File: config.mk
export PLATFORM = sky130hd
export DESIGN_NAME = iswbc_div
export DESIGN_NICKNAME = d
export VERILOG_FILES = /design/src/design/iswbc_pkg.sv /design/src/design/iswbc_div.sv
export SDC_FILE = /design/constraint.sdc
export NUM_CORES = 1
export LEC_CHECK = 0
export BUFFER_PORTS_ARGS = -buffer_cell sky130_fd_sc_hd__buf_2
export CAP_MARGIN = 20
export CELL_PAD_IN_SITES_DETAIL_PLACEMENT = 0
export CELL_PAD_IN_SITES_GLOBAL_PLACEMENT = 2
export CORE_MARGIN = 2
export CORE_UTILIZATION = 31
export DETAILED_ROUTE_END_ITERATION = 16
export PLACE_DENSITY = 0.86
export SLEW_MARGIN = 25
export SYNTH_ARGS = -nofsm -noshare
export SYNTH_HDL_FRONTEND = slang
export SYNTH_SLANG_ARGS = --single-unit
File: constraint.sdc
create_clock -name clk -period 2.9 [get_ports clk]
set_clock_uncertainty 0.1 [all_clocks]
set_input_delay 0.145 -clock clk [delete_from_list [all_inputs] [get_ports clk]]
set_output_delay 0.145 -clock clk [all_outputs]
set_load 0.1 [all_outputs]
File: src/design/iswbc_pkg.sv
// Shared types and constants of the static-window gyro bias calibrator.
`default_nettype none
package iswbc_pkg;

  localparam int WINDOW_MAX_DEF = 16384;
  localparam int BIAS_W         = 20;
  localparam int BIAS_MAX       = 524287;
  localparam int BIAS_MIN       = -524288;
  localparam int CFG_IDX_W      = 3;
  localparam int CFG_DATA_W     = 15;

  // register indexes
  localparam logic [CFG_IDX_W-1:0] REG_FIRST_WINDOW_LEN = 3'd0;
  localparam logic [CFG_IDX_W-1:0] REG_WINDOW_LEN       = 3'd1;
  localparam logic [CFG_IDX_W-1:0] REG_ACC_STD_LIMIT    = 3'd2;
  localparam logic [CFG_IDX_W-1:0] REG_GYRO_STD_LIMIT   = 3'd3;
  localparam logic [CFG_IDX_W-1:0] REG_GYRO_BIAS_LIMIT  = 3'd4;
  localparam logic [CFG_IDX_W-1:0] REG_GRAVITY_LEVEL    = 3'd5;
  localparam logic [CFG_IDX_W-1:0] REG_GRAVITY_TOL      = 3'd6;

  localparam logic [13:0] RST_FIRST_WINDOW_LEN = 14'd1000;
  localparam logic [14:0] RST_WINDOW_LEN       = 15'd10000;
  localparam logic [14:0] RST_ACC_STD_LIMIT    = 15'd64;
  localparam logic [14:0] RST_GYRO_STD_LIMIT   = 15'd16;
  localparam logic [14:0] RST_GYRO_BIAS_LIMIT  = 15'd64;
  localparam logic [14:0] RST_GRAVITY_LEVEL    = 15'd2048;
  localparam logic [14:0] RST_GRAVITY_TOL      = 15'd128;

  typedef struct packed {
    logic signed [15:0] acc_x;
    logic signed [15:0] acc_y;
    logic signed [15:0] acc_z;
    logic signed [15:0] gyro_x;
    logic signed [15:0] gyro_y;
    logic signed [15:0] gyro_z;
    logic               calib_active;
  } in_t;

  typedef struct packed {
    logic                     is_static;
    logic signed [BIAS_W-1:0] bias_x;
    logic signed [BIAS_W-1:0] bias_y;
    logic signed [BIAS_W-1:0] bias_z;
    logic                     was_first_window;
  } out_t;

  typedef struct packed {
    logic add;
    logic clr;
  } lane_ctl_t;

endpackage
`default_nettype wire

File: src/design/iswbc_div.sv
// Restoring divider, one quotient bit per cycle.
`default_nettype none
module iswbc_div import iswbc_pkg::*; #(
  parameter int DVD_W = 31,
  parameter int DVS_W = 15
) (
  input  wire logic             clk,
  input  wire logic             rst,
  input  wire logic             start,
  input  wire logic [DVD_W-1:0] dividend,
  input  wire logic [DVS_W-1:0] divisor,
  output logic [DVD_W-1:0]      quo,
  output logic                  done
);
  localparam int CW = $clog2(DVD_W+1);

  logic [CW-1:0]    cnt;
  logic             busy;
  logic [DVS_W-1:0] rem;
  logic [DVS_W:0]   rem_sh;
  logic             take;

  assign rem_sh = {rem, quo[DVD_W-1]};
  assign take   = rem_sh >= {1'b0, divisor};

  always_ff @(posedge clk) begin
    if (rst) begin
      busy <= 1'b0;
      done <= 1'b0;
      cnt  <= '0;
    end else begin
      done <= busy && (cnt == CW'(1));
      if (start) begin
        busy <= 1'b1;
        cnt  <= CW'(DVD_W);
      end else if (busy) begin
        cnt  <= cnt - CW'(1);
        busy <= cnt != CW'(1);
      end
    end
  end

  always_ff @(posedge clk) begin
    if (start) begin
      quo <= dividend;
      rem <= '0;
    end else if (busy) begin
      rem <= take ? DVS_W'(rem_sh - {1'b0, divisor}) : rem_sh[DVS_W-1:0];
      quo <= {quo[DVD_W-2:0], take};
    end
  end

endmodule
`default_nettype wire

# After elaboration in Yosys (flattened, before gate mapping)
# Index checks and enable logic that the tools add are counted.
# word_totals
regBits	53
# classes
n_reduce_logical	2
n_mux	7
eq_ne	2
order_cmp	1
add_sub_neg	2
# ops
cell	n
$mux 31	2
$ge 16x15->1	1
$mux 15	1
$sub 15x15->15	1
$mux 5	2
$eq 5x1->1 const B	1
$ne 5x1->1 const B	1
$sub 5x1->5 const B	1
$mux 1	2
$reduce_bool 2->1	1
$logic_and 1x1->1	1

# Logic depth before layout (Yosys ltp)
# logic_depth
word_depth	3
ltp_mapped	10

# Worst setup path after synthesis
# Ideal clock, no wire load.
# synth_timing
kind	register to register
from	register quo[30]
to	register rem[14]
synth_period_minus_slack_ps	3151
n_path_buf	1
setup_slack_ps	-251
arrival_time_ps	2963
path_stages_with_launch	11
required_time_ps	2712
path_cell_list	edfxtp_1 -> inv_1 -> ha_1 -> fa_1 -> nor2b_1 -> o22ai_1 -> a211oi_2 -> o2111ai_2 -> buf_6 -> a32o_1 -> a311oi_2
# synth_between
elab_chain_len	2
elab_cells_between_ends	3
cone_classes	add/sub: 1; order compare: 1; mux: 1
# synth_rtl
element	line	source
start, declared	iswbc_div.sv:12	output logic [DVD_W-1:0] quo,
start signal, assigned	iswbc_div.sv:45	quo <= dividend;
start signal, assigned	iswbc_div.sv:49	quo <= {quo[DVD_W-2:0], take};
$sub 15x15->15 / $ge 16x15->1 (equally long branches)	iswbc_div.sv:48, iswbc_div.sv:24	
$mux 15 *	iswbc_div.sv:48	rem <= take ? DVS_W'(rem_sh - {1'b0, divisor}) : rem_sh[DVS_W-1:0];
end signal, assigned	iswbc_div.sv:48	
end, declared	iswbc_div.sv:19	logic [DVS_W-1:0] rem;
# Mark *: on every way between the ends. The rest lies on a longest branch, timed or not.
# A chain may end at the register's enable or synchronous reset.

# Final worst setup path
# layout_timing
from	register quo[30]
to	register rem[11]
# Same word-level chain as after synthesis.

==> flow_summary_export.csv <==
group,metric,value,unit
sta,rsz0062_at_grt,"no",
sta,fmax,368,MHz
layout,final_core_util,38.4,%
sta,fin_crit,2.72,ns
synth,ys_seq_area_share,42.2,%
global_routing,grt_max_degree,32,
routing,viasPerCell,5.05,
layout,nNetsFinal,461,
floorplan,core_area,0.0102,mm^2
critical_path,worstSetupEndpointType,"register",
critical_path,crit_cells,9,
synth,ys_types,60,
synth,ys.warnings.count,0,
layout,syn2layout_area_growth,20.9,%
pwr,leakage,1.66,nW
critical_path,worst_setup_path_start_kind,"register",
global_routing,grt_overflow_total,0,
critical_path,slowest_stage,"a2111oi_1",
critical_path,cp-startpoint,"quo[30]",
synth,syn_nets,382,
synth,syn-instance-count,315,
placed_design,place_ws,0.171,ns
routing,num_vias,2681,
layout,layout-drive-gt1-share,36.2,%
critical_path,rr_worst_depth,9,
critical_path,r2r_end,"rem[11]",
routing,drt_first_iter_violations,188,
status,status,"complete, no violations",
cts,clkLatencyLatePin,0.31,ns
synth,syn_area_per_cell,10.3,um^2
synth,yosys_most_used_dff,"edfxtp_1",
routing,routed_wl,8.09,mm
pwr,power_density,548,mW/mm^2
synth,syn-cell-area,0.00325,mm^2
pwr,power,2.15,mW
critical_path,r2r_slack,0.18,ns
placed_design,placed_cells,522,
synth,yosys-top-cells-area,"edfxtp_1 29%, dfxtp_1 14%, mux2_2 11%",
sta,finalMaxSlewViolations,0,
routing,routedWlPerCell,15.2,um
critical_path,critPathMaxFanout,9,
critical_path,cp.arrival,2.86,ns
critical_path,worstSetupEndpoint,"rem[11]",
critical_path,worstReg2RegStart,"quo[30]",
flow_run,drv_cap,0,
floorplan,die_y,106,um
cts,post_cts_buffers,0,
sta,slew_headroom,48.5,%
critical_path,path_class,"register to register",
floorplan,dieArea,0.0113,mm^2
synth,synth_edf_count,31,
cts,cts_buffer_depth,2,
floorplan,io_pins,81,
sta,setup_slack,0.179,ns
global_routing,grt_pass1_wl,13.2,mm
cts,cts.sinks,53,
critical_path,crit_path_max_incr_delay,0.51,ns
synth,synthTopCellsByCount,"31 x edfxtp_1, 31 x mux2_2, 23 x inv_1",
cts,cts_made_buffers,5,
hold_path,hp-class,"primary input to register",
layout,diodes,0,
global_routing,antenna_found_initial,0,
routing,dr.pass1.iters,4,
floorplan,num_rows,37,
sta,hold_viol_final,0,
placed_design,dp_hpwl,6.21,mm
sta,finalSetupViolations,0,
sta,post-route-period-util,93.8,%
cts,ctsHtreeMaxLevel,2,
critical_path,critPathBufInv,1,
placed_design,place_congestion,0.831,
critical_path,critPathTopFamily,"compound AO/OA/AOI/OAI gates",
layout,final_cells,531,
routing,ant_nets,0,
critical_path,critPathRequiredTime,3.04,ns
synth,synthArstFlopShare,0,%
global_routing,grt_util_all_layers,14.5,%
global_routing,grt_pass1_vias,2613,
sta,worst_pin_slew,0.768,ns
synth,yosys.area.top_type_share,28.6,%
synth,synth_top_area_cell,"edfxtp_1",
routing,drc,0,
placed_design,io_buffers,80,
layout,fill_cells,1043,
pwr,ir_drop,0.000311,V
critical_path,cp_cell_sequence,"inv_1 -> ha_2 -> fa_2 -> nor2b_2 -> o22ai_2 -> a211oi_2 -> o2111ai_2 -> a2111oi_1 -> a211o_1",
cts,cts_tree,"built",
cts,root_buffer,"clkbuf_8",
sta,setup_tns,0,ns
floorplan,die_x,106,um
floorplan,initial_core_util,31.8,%
synth,ys_ff_latch,53,
cts,clk_pin_slew,0.10,ns
[report_power, final]
| part | switching [mW] | leakage (nW) | total, mW | internal [mW] |
|---|---|---|---|---|
| clock | 0.253 | 0.0374 | 0.424 | 0.171 |
| sequential | 0.0432 | 0.493 | 0.922 | 0.879 |
| combinational | 0.587 | 1.13 | 0.807 | 0.220 |
[placed cells by master (no fill, tap or decap), drive strengths merged, types with 9 or more instances in the layout]
cell / synthesis / layout
a21oi: 21 / 21
buf: 11 / 87
dfxtp: 22 / 22
edfxtp: 31 / 31
ha: 17 / 17
inv: 23 / 23
mux2: 31 / 31
nand2: 17 / 17
nor2: 20 / 20
nor3: 9 / 9
o21ai: 10 / 10
[through the flow]
stage | area, um^2 | hold slack, ns
after floorplan | 3290 | 0.114
after global placement | 3830 | 0.305
after detailed placement | 3830 | 0.302
after CTS | 3930 | 0.0264
after global routing | 3930 | 0.0223
final | 3930 | 0.0371
[sequential cells by signal, indices dropped and copies added (netlist names)]
| signal | count |
|---|---|
| quo | 31 |
| rem | 15 |
| cnt | 5 |
| busy | 1 |
| done | 1 |
[cells by family (layout without fill, tap and decap cells)]
| group | after synthesis | in the layout | synth area share, % |
|---|---|---|---|
| compound gates | 85 | 85 | 19.6 |
| flops | 53 | 53 | 42.2 |
| fa+ha+maj | 18 | 18 | 7.16 |
| simple gates | 76 | 76 | 11.7 |
| xor+xnor | 11 | 11 | 2.97 |
| buf+inv | 40 | 120 | 5.24 |
| mux | 32 | 32 | 11.1 |
[how the worst min path moves through the flow]
stage,start,to,slack [ns],depth (start not counted)
5_1_grt,dividend[6],quo[6],0.02,2
3_5_place_dp,rst,cnt[0],0.30,2
6_report,dividend[0],quo[0],0.04,2
2_1_floorplan,rst,cnt[0],0.11,1
4_1_cts,dividend[5],quo[5],0.03,2
3_3_place_gp,rst,cnt[0],0.31,2
[layer usage]
layer	wire, um	part of all wire [%]	vias to the layer above	track usage [%]
met5	0	0	-	0
met2	3920	49	53	23.6
met3	295	3.6	4	2.15
li1	-	-	1352	-
met4	35	0.43	0	2.54
met1	3830	47	1272	20.6
[area by class of cell]
class                   instances  area, um^2  area share [%]
clock buffers                   6        72.6            1.85
multi-input cells             222        1750            44.5
repair buffers                 88         463            11.8
well taps                     136         170            4.33
clock inverters                 2        15.0           0.382
inverters                      24        90.1            2.29
flip-flops and latches         53        1370            34.9
[what timing repair did]
item	in CTS	in global routing
resized for setup	0	1
hold buffers	1	0
hold endpoints to repair	7	0
endpoints found under the setup margin	0	1
(Power assumes the default switching activity.)
